==> config.mk <==
export PLATFORM = sky130hd
export DESIGN_NAME = centered_moving_average_unit_flat
export DESIGN_NICKNAME = d
export VERILOG_FILES = /design/src/hw/rtl/cma_pkg.sv /design/src/hw/rtl/cma_if.sv /design/src/hw/rtl/cma_ram.sv /design/src/hw/rtl/cma_div.sv /design/src/hw/rtl/centered_moving_average_unit.sv /design/src/flat_wrapper.sv
export SDC_FILE = /design/constraint.sdc
export NUM_CORES = 2
export LEC_CHECK = 0
export BUFFER_PORTS_ARGS = -buffer_cell sky130_fd_sc_hd__buf_4
export CAP_MARGIN = 20
export CORE_UTILIZATION = 60
export DETAILED_ROUTE_END_ITERATION = 6
export PLACE_DENSITY = 0.75
export SLEW_MARGIN = 20
export SYNTH_ARGS = -nofsm -noshare
export SYNTH_HDL_FRONTEND = slang
export SYNTH_SLANG_ARGS = --single-unit
==> constraint.sdc <==
create_clock -name clk -period 17.4 [get_ports clk]
set_clock_uncertainty 0.05 [all_clocks]
set_input_delay 3.48 -clock clk [delete_from_list [all_inputs] [get_ports clk]]
set_output_delay 3.48 -clock clk [all_outputs]
set_load 0.01 [all_outputs]
==> src/hw/rtl/cma_pkg.sv <==
// ----------------------------------------------------------------------------
// Centered moving average: shared package
// Field widths, register reset value and the sequencer state type.
// ----------------------------------------------------------------------------
package cma_pkg;

  localparam int POS_W  = 32;   // position field, signed Q16.16
  localparam int SAMP_W = 32;   // sample field on the input port
  localparam int MEAN_W = 32;   // mean field, signed Q16.16
  localparam int HALF_W = 5;    // half_width register

  localparam logic [HALF_W-1:0] HALF_RESET = HALF_W'(2);

  typedef enum logic [3:0] {
    ST_IDLE,
    ST_READ,
    ST_UPDATE,
    ST_ADD,
    ST_START,
    ST_DIV,
    ST_EMIT,
    ST_FLUSH,
    ST_DONE
  } seq_state_t;

endpackage

==> src/hw/rtl/cma_if.sv <==
// ----------------------------------------------------------------------------
// Centered moving average: stream interfaces
// Row beats in, averaged or blank row beats out, valid/ready handshake.
// ----------------------------------------------------------------------------
interface cma_in_if;
  import cma_pkg::*;

  logic                     valid;
  logic                     ready;
  logic signed [POS_W-1:0]  position;
  logic signed [SAMP_W-1:0] sample;
  logic                     final_row;

  modport source (output valid, position, sample, final_row, input ready);
  modport sink   (input valid, position, sample, final_row, output ready);
endinterface

interface cma_out_if;
  import cma_pkg::*;

  logic                     valid;
  logic                     ready;
  logic                     row_valid;
  logic signed [POS_W-1:0]  position_out;
  logic signed [MEAN_W-1:0] mean;
  logic                     last_out;

  modport source (output valid, row_valid, position_out, mean, last_out, input ready);
  modport sink   (input valid, row_valid, position_out, mean, last_out, output ready);
endinterface

==> src/hw/rtl/cma_ram.sv <==
// ----------------------------------------------------------------------------
// Centered moving average: generic RAM
// One write port, one read port with registered read data.
// ----------------------------------------------------------------------------
module cma_ram #(
  parameter int WIDTH = 32,
  parameter int DEPTH = 33
) (
  input  logic                     clk,
  input  logic                     wr_en,
  input  logic [$clog2(DEPTH)-1:0] wr_addr,
  input  logic [WIDTH-1:0]         wr_data,
  input  logic                     rd_en,
  input  logic [$clog2(DEPTH)-1:0] rd_addr,
  output logic [WIDTH-1:0]         rd_data
);

  logic [WIDTH-1:0] mem [DEPTH];

  always_ff @(posedge clk) begin
    if (wr_en) begin
      mem[wr_addr] <= wr_data;
    end
    if (rd_en) begin
      rd_data <= mem[rd_addr];
    end
  end

endmodule

==> src/hw/rtl/cma_div.sv <==
// ----------------------------------------------------------------------------
// Centered moving average: serial divider
// Restoring unsigned division, one quotient bit per cycle.
// ----------------------------------------------------------------------------
module cma_div #(
  parameter int N = 38,   // dividend and quotient width
  parameter int D = 6     // divisor width
) (
  input  logic         clk,
  input  logic         rst,
  input  logic         start,
  input  logic [N-1:0] dividend,
  input  logic [D-1:0] divisor,
  output logic         done,
  output logic [N-1:0] quotient
);

  localparam int CW = $clog2(N + 1);

  logic          busy;
  logic [CW-1:0] cnt;
  logic [D-1:0]  rem;
  logic [D-1:0]  dvs;
  logic [D:0]    rem_sh;
  logic [D:0]    rem_dif;
  logic          ge;

  assign rem_sh  = {rem, quotient[N-1]};
  assign rem_dif = rem_sh - {1'b0, dvs};
  assign ge      = (rem_sh >= {1'b0, dvs});

  // control
  always_ff @(posedge clk) begin
    if (rst) begin
      busy <= 1'b0;
      done <= 1'b0;
      cnt  <= '0;
    end else begin
      done <= 1'b0;
      if (start) begin
        busy <= 1'b1;
        cnt  <= CW'(N);
      end else if (busy) begin
        cnt <= cnt - CW'(1);
        if (cnt == CW'(1)) begin
          busy <= 1'b0;
          done <= 1'b1;
        end
      end
    end
  end

  // datapath: shift remainder, subtract divisor when it fits
  always_ff @(posedge clk) begin
    if (start) begin
      rem      <= '0;
      dvs      <= divisor;
      quotient <= dividend;
    end else if (busy) begin
      rem      <= ge ? rem_dif[D-1:0] : rem_sh[D-1:0];
      quotient <= {quotient[N-2:0], ge};
    end
  end

endmodule

==> src/hw/rtl/centered_moving_average_unit.sv <==
// Sequencing: READ, UPDATE and ADD per accepted row, then START and DIV through
//   the serial divider if the window is full, EMIT for a beat, FLUSH, DONE.
// Flow: one row at a time; the next row is taken only back in IDLE, and EMIT and
//   FLUSH wait while the output beat is held by averages.ready.
// Reset: synchronous; clears the window sum, counters and half_width (to 2).
//   Ring contents are not cleared; read data is used only once written.
// ----------------------------------------------------------------------------
// Centered moving average unit
// Emits each row with the mean of the 2*half_width+1 samples centered on it.
// ----------------------------------------------------------------------------
module centered_moving_average_unit #(
  parameter int MAX_HALF_WIDTH = 16,
  parameter int SAMPLE_BITS    = 32
) (
  input  logic                     clk,
  input  logic                     rst,
  input  logic                     cfg_we,
  input  logic [cma_pkg::HALF_W-1:0] cfg_wdata,
  cma_in_if.sink                   rows,
  cma_out_if.source                averages
);
  import cma_pkg::*;

  // Ring holds the last window of rows; the sum needs log2(depth) guard bits.
  localparam int RING_DEPTH = 2 * MAX_HALF_WIDTH + 1;
  localparam int ADDR_W     = $clog2(RING_DEPTH);
  localparam int CNT_W      = $clog2(RING_DEPTH + 1);
  localparam int HW_BITS    = $clog2(MAX_HALF_WIDTH + 1);
  localparam int SUM_W      = SAMPLE_BITS + $clog2(RING_DEPTH);
  localparam int EXT_W      = SUM_W + MEAN_W;

  // Step a ring slot back by up to one full ring depth.
  function automatic logic [ADDR_W-1:0] slot_back(input logic [ADDR_W-1:0] slot,
                                                  input logic [CNT_W-1:0]  back);
    logic [CNT_W:0] t;
    t = (CNT_W+1)'(slot) + (CNT_W+1)'(RING_DEPTH) - (CNT_W+1)'(back);
    if (t >= (CNT_W+1)'(RING_DEPTH)) begin
      t = t - (CNT_W+1)'(RING_DEPTH);
    end
    return ADDR_W'(t);
  endfunction

  // --------------------------------------------------------------------------
  // Registers
  // --------------------------------------------------------------------------
  seq_state_t               state, state_next;
  logic [HALF_W-1:0]        half_width;
  logic signed [SUM_W-1:0]  window_sum, window_sum_next;
  logic [CNT_W-1:0]         rows_seen, rows_seen_next;
  logic [ADDR_W-1:0]        write_slot, write_slot_next;
  logic [HW_BITS-1:0]       blank_cnt, blank_cnt_next;

  // Accepted row, held while the sequencer works on it.
  logic signed [SAMPLE_BITS-1:0] s_lat;
  logic [POS_W-1:0]              pos_lat;
  logic                          fin_lat;

  // Output register
  logic                     out_valid;
  logic                     out_row_valid;
  logic [POS_W-1:0]         out_pos;
  logic [MEAN_W-1:0]        out_mean;
  logic                     out_last;
  logic                     out_load;
  logic                     out_row_valid_next;
  logic [POS_W-1:0]         out_pos_next;
  logic [MEAN_W-1:0]        out_mean_next;
  logic                     out_last_next;

  // --------------------------------------------------------------------------
  // Window geometry: oversized half width clamps to the ring's limit.
  // --------------------------------------------------------------------------
  logic [HW_BITS-1:0] h_eff;
  logic [CNT_W-1:0]   h_cnt;
  logic [CNT_W-1:0]   two_h;
  logic [CNT_W-1:0]   w_len;
  logic               have_emit;   // row half_width back gets a result beat
  logic               have_full;   // that row has a complete window
  logic               sum_drop;    // oldest sample leaves the window

  assign h_eff = (32'(half_width) > MAX_HALF_WIDTH) ? HW_BITS'(MAX_HALF_WIDTH)
                                                    : HW_BITS'(half_width);
  assign h_cnt = CNT_W'(h_eff);
  assign two_h = CNT_W'({h_eff, 1'b0});
  assign w_len = CNT_W'({h_eff, 1'b1});

  assign have_emit = (rows_seen >= h_cnt);
  assign have_full = (rows_seen >= two_h);
  assign sum_drop  = (rows_seen >= w_len);

  // --------------------------------------------------------------------------
  // Sample taken as two's complement in SAMPLE_BITS bits
  // --------------------------------------------------------------------------
  logic [63:0]                   samp_zx;
  logic signed [SAMPLE_BITS-1:0] samp_in;

  assign samp_zx = {32'b0, rows.sample};
  assign samp_in = signed'(samp_zx[SAMPLE_BITS-1:0]);

  // --------------------------------------------------------------------------
  // Ring memories: one read per ring in READ, write of the new row in UPDATE.
  // --------------------------------------------------------------------------
  logic                          ring_rd_en;
  logic                          ring_wr_en;
  logic [SAMPLE_BITS-1:0]        samp_rd;
  logic [POS_W-1:0]              pos_rd;
  logic signed [SAMPLE_BITS-1:0] old_samp;

  cma_ram #(
    .WIDTH (SAMPLE_BITS),
    .DEPTH (RING_DEPTH)
  ) u_sample_ring (
    .clk     (clk),
    .wr_en   (ring_wr_en),
    .wr_addr (write_slot),
    .wr_data (s_lat),
    .rd_en   (ring_rd_en),
    .rd_addr (slot_back(write_slot, w_len)),
    .rd_data (samp_rd)
  );

  cma_ram #(
    .WIDTH (POS_W),
    .DEPTH (RING_DEPTH)
  ) u_position_ring (
    .clk     (clk),
    .wr_en   (ring_wr_en),
    .wr_addr (write_slot),
    .wr_data (pos_lat),
    .rd_en   (ring_rd_en),
    .rd_addr (slot_back(write_slot, h_cnt)),
    .rd_data (pos_rd)
  );

  assign old_samp = signed'(samp_rd);

  // --------------------------------------------------------------------------
  // Shared divider: |window_sum| / window length, sign restored afterwards
  // so the quotient truncates toward zero.
  // --------------------------------------------------------------------------
  logic                    div_start;
  logic                    div_done;
  logic                    sum_neg;
  logic [SUM_W-1:0]        sum_mag;
  logic [SUM_W-1:0]        quo;
  logic signed [SUM_W-1:0] mean_full;
  logic [EXT_W-1:0]        mean_ext;

  assign sum_neg = window_sum[SUM_W-1];
  assign sum_mag = sum_neg ? unsigned'(-window_sum) : unsigned'(window_sum);

  cma_div #(
    .N (SUM_W),
    .D (CNT_W)
  ) u_div (
    .clk      (clk),
    .rst      (rst),
    .start    (div_start),
    .dividend (sum_mag),
    .divisor  (w_len),
    .done     (div_done),
    .quotient (quo)
  );

  assign mean_full = sum_neg ? -signed'(quo) : signed'(quo);
  assign mean_ext  = unsigned'(EXT_W'(mean_full));

  // --------------------------------------------------------------------------
  // Sequencer: next state and datapath controls
  // --------------------------------------------------------------------------
  logic out_free;

  assign out_free   = !out_valid || averages.ready;
  assign rows.ready = (state == ST_IDLE);

  always_comb begin
    state_next         = state;
    window_sum_next    = window_sum;
    rows_seen_next     = rows_seen;
    write_slot_next    = write_slot;
    blank_cnt_next     = blank_cnt;
    ring_rd_en         = 1'b0;
    ring_wr_en         = 1'b0;
    div_start          = 1'b0;
    out_load           = 1'b0;
    out_row_valid_next = 1'b0;
    out_pos_next       = '0;
    out_mean_next      = '0;
    out_last_next      = 1'b0;

    case (state)
      ST_IDLE: begin
        if (rows.valid) begin
          state_next = ST_READ;
        end
      end
      ST_READ: begin
        // fetch the leaving sample and the centre row's position
        ring_rd_en = 1'b1;
        state_next = ST_UPDATE;
      end
      ST_UPDATE: begin
        ring_wr_en = 1'b1;
        if (sum_drop) begin
          window_sum_next = window_sum - SUM_W'(old_samp);
        end
        state_next = ST_ADD;
      end
      ST_ADD: begin
        window_sum_next = window_sum + SUM_W'(s_lat);
        // blanks owed at the flush: half_width, or every row of a short stream
        blank_cnt_next  = have_emit ? h_eff : HW_BITS'(rows_seen + CNT_W'(1));
        if (have_emit) begin
          state_next = have_full ? ST_START : ST_EMIT;
        end else if (fin_lat) begin
          state_next = ST_FLUSH;
        end else begin
          state_next = ST_DONE;
        end
      end
      ST_START: begin
        div_start  = 1'b1;
        state_next = ST_DIV;
      end
      ST_DIV: begin
        if (div_done) begin
          state_next = ST_EMIT;
        end
      end
      ST_EMIT: begin
        if (out_free) begin
          out_load           = 1'b1;
          out_row_valid_next = have_full;
          out_pos_next       = have_full ? ((h_eff == '0) ? pos_lat : pos_rd) : '0;
          out_mean_next      = have_full ? mean_ext[MEAN_W-1:0] : '0;
          out_last_next      = fin_lat && (h_eff == '0);
          state_next         = (fin_lat && blank_cnt != '0) ? ST_FLUSH : ST_DONE;
        end
      end
      ST_FLUSH: begin
        if (out_free) begin
          out_load       = 1'b1;
          out_last_next  = (blank_cnt == HW_BITS'(1));
          blank_cnt_next = blank_cnt - HW_BITS'(1);
          if (blank_cnt == HW_BITS'(1)) begin
            state_next = ST_DONE;
          end
        end
      end
      ST_DONE: begin
        // advance the stream, or clear it after the final row
        if (fin_lat) begin
          window_sum_next = '0;
          rows_seen_next  = '0;
          write_slot_next = '0;
        end else begin
          rows_seen_next  = (rows_seen == w_len) ? w_len : rows_seen + CNT_W'(1);
          write_slot_next = (write_slot == ADDR_W'(RING_DEPTH - 1)) ? '0
                                                                   : write_slot + ADDR_W'(1);
        end
        state_next = ST_IDLE;
      end
      default: begin
        state_next = ST_IDLE;
      end
    endcase
  end

  // --------------------------------------------------------------------------
  // Control state; a register write restarts the stream.
  // --------------------------------------------------------------------------
  always_ff @(posedge clk) begin
    if (rst) begin
      state      <= ST_IDLE;
      half_width <= HALF_RESET;
      window_sum <= '0;
      rows_seen  <= '0;
      write_slot <= '0;
      blank_cnt  <= '0;
      out_valid  <= 1'b0;
    end else begin
      state     <= state_next;
      blank_cnt <= blank_cnt_next;
      if (cfg_we) begin
        half_width <= cfg_wdata;
        window_sum <= '0;
        rows_seen  <= '0;
        write_slot <= '0;
      end else begin
        window_sum <= window_sum_next;
        rows_seen  <= rows_seen_next;
        write_slot <= write_slot_next;
      end
      if (out_load) begin
        out_valid <= 1'b1;
      end else if (averages.ready) begin
        out_valid <= 1'b0;
      end
    end
  end

  // Payload: hold the accepted row and the pending result beat.
  always_ff @(posedge clk) begin
    if (rows.valid && rows.ready) begin
      s_lat   <= samp_in;
      pos_lat <= rows.position;
      fin_lat <= rows.final_row;
    end
    if (out_load) begin
      out_row_valid <= out_row_valid_next;
      out_pos       <= out_pos_next;
      out_mean      <= out_mean_next;
      out_last      <= out_last_next;
    end
  end

  assign averages.valid        = out_valid;
  assign averages.row_valid    = out_row_valid;
  assign averages.position_out = signed'(out_pos);
  assign averages.mean         = signed'(out_mean);
  assign averages.last_out     = out_last;

  // --------------------------------------------------------------------------
  // Assertions
  // --------------------------------------------------------------------------
`ifndef NO_ASSERTIONS
  a_rows_sat: assert property (@(posedge clk) disable iff (rst)
    rows_seen <= w_len)
    else $error("rows_seen ran past the window length");

  a_blank_zero: assert property (@(posedge clk) disable iff (rst)
    averages.valid && !averages.row_valid |->
      averages.position_out == '0 && averages.mean == '0)
    else $error("blank row carries a nonzero payload");

  a_div_done: assert property (@(posedge clk) disable iff (rst)
    div_done |-> state == ST_DIV)
    else $error("divider finished outside the divide step");

  a_one_row: assert property (@(posedge clk) disable iff (rst)
    rows.valid && rows.ready |=> !rows.ready)
    else $error("second row taken while one is in work");
`endif

endmodule
==> src/flat_wrapper.sv <==
// flat-port wrapper written by rule: the top's interface ports become plain ports
module centered_moving_average_unit_flat import cma_pkg::*;
#(
  parameter int MAX_HALF_WIDTH = 16,
  parameter int SAMPLE_BITS    = 32
)
  (clk, rst, cfg_we, cfg_wdata, rows_valid, rows_position, rows_sample, rows_final_row, rows_ready, averages_valid, averages_row_valid, averages_position_out, averages_mean, averages_last_out, averages_ready);
  cma_in_if rows_i ();
  cma_out_if averages_i ();
  input  logic clk;
  input  logic rst;
  input  logic cfg_we;
  input  logic [cma_pkg::HALF_W-1:0] cfg_wdata;
  input wire logic [$bits(rows_i.valid)-1:0] rows_valid;
  input wire logic [$bits(rows_i.position)-1:0] rows_position;
  input wire logic [$bits(rows_i.sample)-1:0] rows_sample;
  input wire logic [$bits(rows_i.final_row)-1:0] rows_final_row;
  output wire logic [$bits(rows_i.ready)-1:0] rows_ready;
  output wire logic [$bits(averages_i.valid)-1:0] averages_valid;
  output wire logic [$bits(averages_i.row_valid)-1:0] averages_row_valid;
  output wire logic [$bits(averages_i.position_out)-1:0] averages_position_out;
  output wire logic [$bits(averages_i.mean)-1:0] averages_mean;
  output wire logic [$bits(averages_i.last_out)-1:0] averages_last_out;
  input wire logic [$bits(averages_i.ready)-1:0] averages_ready;
  assign rows_i.valid = rows_valid;
  assign rows_i.position = rows_position;
  assign rows_i.sample = rows_sample;
  assign rows_i.final_row = rows_final_row;
  assign rows_ready = rows_i.ready;
  assign averages_valid = averages_i.valid;
  assign averages_row_valid = averages_i.row_valid;
  assign averages_position_out = averages_i.position_out;
  assign averages_mean = averages_i.mean;
  assign averages_last_out = averages_i.last_out;
  assign averages_i.ready = averages_ready;
  centered_moving_average_unit #(.MAX_HALF_WIDTH(MAX_HALF_WIDTH), .SAMPLE_BITS(SAMPLE_BITS)) u_core (.clk(clk), .rst(rst), .cfg_we(cfg_we), .cfg_wdata(cfg_wdata), .rows(rows_i), .averages(averages_i));
endmodule
==> out/results.ini <==
[run_status]
status = finished, violations left
violations = design-rule violations

[place]
dp.cells = 9353
hpwlAfterDp_um = 157000
io_buffers = 142
placed_area_um2 = 106000
gp_congestion = 0.872

[logic_synthesis]
yosysUniqueCellTypes = 85
synthesis.nets = 7456
synth-xor-area-share_pct = 1.33
synth-warning-count = 0
yosys.area_share.simple_pct = 9.27
ys_ff_latch = 2429
synthFlopType = edfxtp_1
synth_mux_area_share_pct = 5.82
yosys.area.top_type = edfxtp_1
synth_edf_count = 2350
synth_cells = 7300
synth_top_area_share_pct = 69.1
synth_compound_area_share_pct = 9.90
netlist_area_um2 = 102000
yosysSeqAreaShare_pct = 70.6
synth_area_leaders = edfxtp_1, nand2_1, mux2i_1
synth-async-reset-ratio_pct = 0
synthAdderAreaFrac_pct = 1.01
synth_top_family_by_area = compound AO/OA/AOI/OAI gates
avgSynthCellArea_um2 = 14.0

[sta]
fin_crit_sh_pct = 44.7
totalNegativeSetupSlack_ns = 0
relSlewSlack_pct = 15.4
fmax_ghz = 0.129
rsz0062_at_grt = false
setup_viol_count_final = 0
maxSlewViolCount = 0
hold_violations = 0
layout_min_cycle_time_ns = 7.78
worst_pin_slew_ns = 1.27

[drt]
drc = 6
wirelength_um = 295000
vias = 68352
dr.pass1.iters = 7
wl_per_cell_um = 30.0
ant_nets = 0
vias_per_cell = 6.97
drt_iter0_markers = 12508

[pwr]
p_total_w = 0.0145
power_leakage_nw = 38.3
ir_worst_vdd_uv = 112
combPwrFrac_pct = 17.1
swShare_pct = 28.1
power.density_nw_per_um2 = 127
p_sw_w = 0.00407
p_int_w = 0.0104
p_seq_share_pct = 47.6
clkPwrFrac_pct = 35.3

[floorplanning]
io_pins = 143
core_area_um2 = 169000
initial_core_util_pct = 60.3
die_area_um2 = 172000
die_h_um = 415
fp.dieW_um = 415
std_cell_rows = 151

[clock_tree]
clk_pin_slew_ns = 0.06
cts-buffers-inserted = 232
h-tree-depth = 4
cts_tree = built
hold_buffers = 0
insertion_delay_ns = 0.90
numClockSinks = 2429
ctsResizeCount = 0
clk_path_buf_depth = 3
cts_setup_buffers = 0
root_buffer = clkbuf_16

[setup_path]
cp_max_fo = 69
start_kind = register
path_common_cell = buf_4
arrival_ns = 8.35
path_cells = buf_4 > nand3_1 > nor2_1 > xnor2_1 > ha_1 > inv_1 > a311o_1 > a311oi_1 > a31oi_1 > nor2_4 > buf_4 > buf_4 > xnor2_2 > buf_4 > buf_4 > mux4_2 > a22oi_1 > o211ai_1
path_delay_family = buffers and inverters
cp.buffers_inverters = 6
cpMaxStageDelayCell = buf_4
slowest_delay_ns = 0.77
critPathCaptureType = register
cp_data_required_time_ns = 17.97
crit_type = reg -> reg

[layout]
synthToLayoutAreaGrowth_pct = 11.8
fin_area_um2 = 114000
register_area_um2 = 72200
multiInputGateArea_um2 = 28500
fillCellCount = 11210
fin_cells = 9811
layout-drive-gt1-share_pct = 12.8
nets = 7541

[global_routing]
grt_pass1_wl_um = 424000
grt_max_degree = 184
antenna_found_initial = 11
first_global_vias = 65024
grt.overflow.total = 0
grt.total_usage_pct = 33.6

[min_path]
hp-class = reg -> reg

[run]
max_cap_violations = 0

## cell usage in the layout, fill, tap and decap left out, types with 38 or more instances in the layout
master / Yosys / final
o21ai_0: 264 / 258
a211oi_1: 45 / 45
nor3_1: 222 / 218
ha_1: 78 / 75
o22ai_1: 438 / 438
mux2i_1: 310 / 308
a22oi_1: 54 / 54
nor2_1: 239 / 197
mux4_2: 90 / 90
a221o_1: 52 / 52
nand3_1: 312 / 312
nand2_1: 1053 / 1048
xor2_1: 104 / 104
clkbuf_16: 0 / 232
xnor2_1: 51 / 47
a31oi_1: 83 / 83
dfxtp_1: 79 / 77
a32oi_1: 125 / 125
a21oi_1: 152 / 151
mux2_2: 72 / 72
nand4_1: 42 / 42
edfxtp_1: 2350 / 2350
buf_4: 0 / 317
and3_1: 89 / 89
clkinv_2: 0 / 58
inv_1: 51 / 49
nor2_4: 0 / 38
clkinv_1: 2 / 58
## worst paths after layout
kind                            slack (ns)                               end  cells past startpoint                  from
worst max-delay path                  9.62  u_core.u_sample_ring.rd_data[22]                     18  u_core.write_slot[0]
worst min-delay path                  0.44               u_core.u_div.rem[5]                      2   u_core.u_div.rem[5]
worst max register to register        9.62  u_core.u_sample_ring.rd_data[22]                     18  u_core.write_slot[0]
worst min register to register        0.44               u_core.u_div.rem[5]                      2   u_core.u_div.rem[5]
## power groups by stage
stage               Clock, W  Sequential [W]  Combinational (W)
detailed placement         0         0.00704            0.00234
floorplan                  0         0.00703            0.00149
global route         0.00535         0.00689            0.00261
CTS                  0.00513         0.00692            0.00236
global placement           0         0.00703            0.00227
finish               0.00511         0.00689            0.00248
## sequential cells by signal, indices dropped and copies added, names as in the netlist, 4 cells and up
| signal | cells |
|---|---|
| u_core.blank_cnt | 5 |
| u_core.averages.position_out | 32 |
| u_core.s_lat | 32 |
| u_core.u_sample_ring.mem | 1056 |
| u_core.u_div.rem | 6 |
| u_core.u_position_ring.rd_data | 32 |
| u_core.pos_lat | 32 |
| u_core.window_sum | 38 |
| u_core.u_position_ring.mem | 1056 |
| u_core.averages.mean | 32 |
| u_core.u_div.quotient | 38 |
| u_core.half_width | 5 |
| u_core.u_div.cnt | 6 |
| u_core.state | 4 |
| u_core.u_div.dvs | 5 |
| u_core.write_slot | 6 |
| u_core.rows_seen | 6 |
| u_core.u_sample_ring.rd_data | 32 |
## cell families after synthesis
group                      count (synthesis)
DFF                                     2429
buffers and inverters                    545
xor gates and xnor gates                 155
muxes                                    472
AOI/OAI and AO/OA                       1498
adders and majority gates                 81
and+or+nand+nor                         2120
## metrics by stage
stage	setup WS [ns]	util (%)	hold slack (ns)
floorplan	11.76	-	0.414
global placement	9.97	62.6	0.424
detailed placement	9.74	62.7	0.434
CTS	9.74	67.3	0.444
global route	9.17	67.4	0.474
finish	9.62	67.4	0.441
## worst min-delay path, cell delays in order (launching register included)
cell and delay, ns:
dfxtp_1 0.32, nand2b_1 0.07, a21oi_1 0.06
## final cells by class
| class | count | share of cell area (%) |
|---|---|---|
| inverters | 53 | 0.175 |
| repair buffers | 343 | 2.49 |
| diodes | 6 | 0.0132 |
| well taps | 2218 | 2.43 |
| clock buffers | 269 | 5.21 |
| multi-input cells | 4326 | 24.9 |
| clock inverters | 167 | 1.56 |
| flip-flops and latches | 2429 | 63.2 |
## layer usage
layer / vias up / global-route usage [%] / part of all wire (%)
li1: 28756 / - / -
met3: 908 / 8.28 / 14
met5: - / 0 / 0.022
met1: 33328 / 46.4 / 36
met2: 5350 / 50.9 / 45
met4: 10 / 15.0 / 4.7
## synthesized netlist by cell type, drive strengths merged, types with 52 or more instances
cell type,count
buf,79
xor2,104
nor3,223
nand2,1053
a21oi,152
ha,78
o22ai,438
o21ai,270
a31oi,83
a32oi,125
and3,89
nand3,312
a221o,52
dfxtp,79
clkbuf,413
mux2,72
mux2i,310
nor2,240
edfxtp,2350
a22oi,54
mux4,90
(Power assumes the default switching activity.)
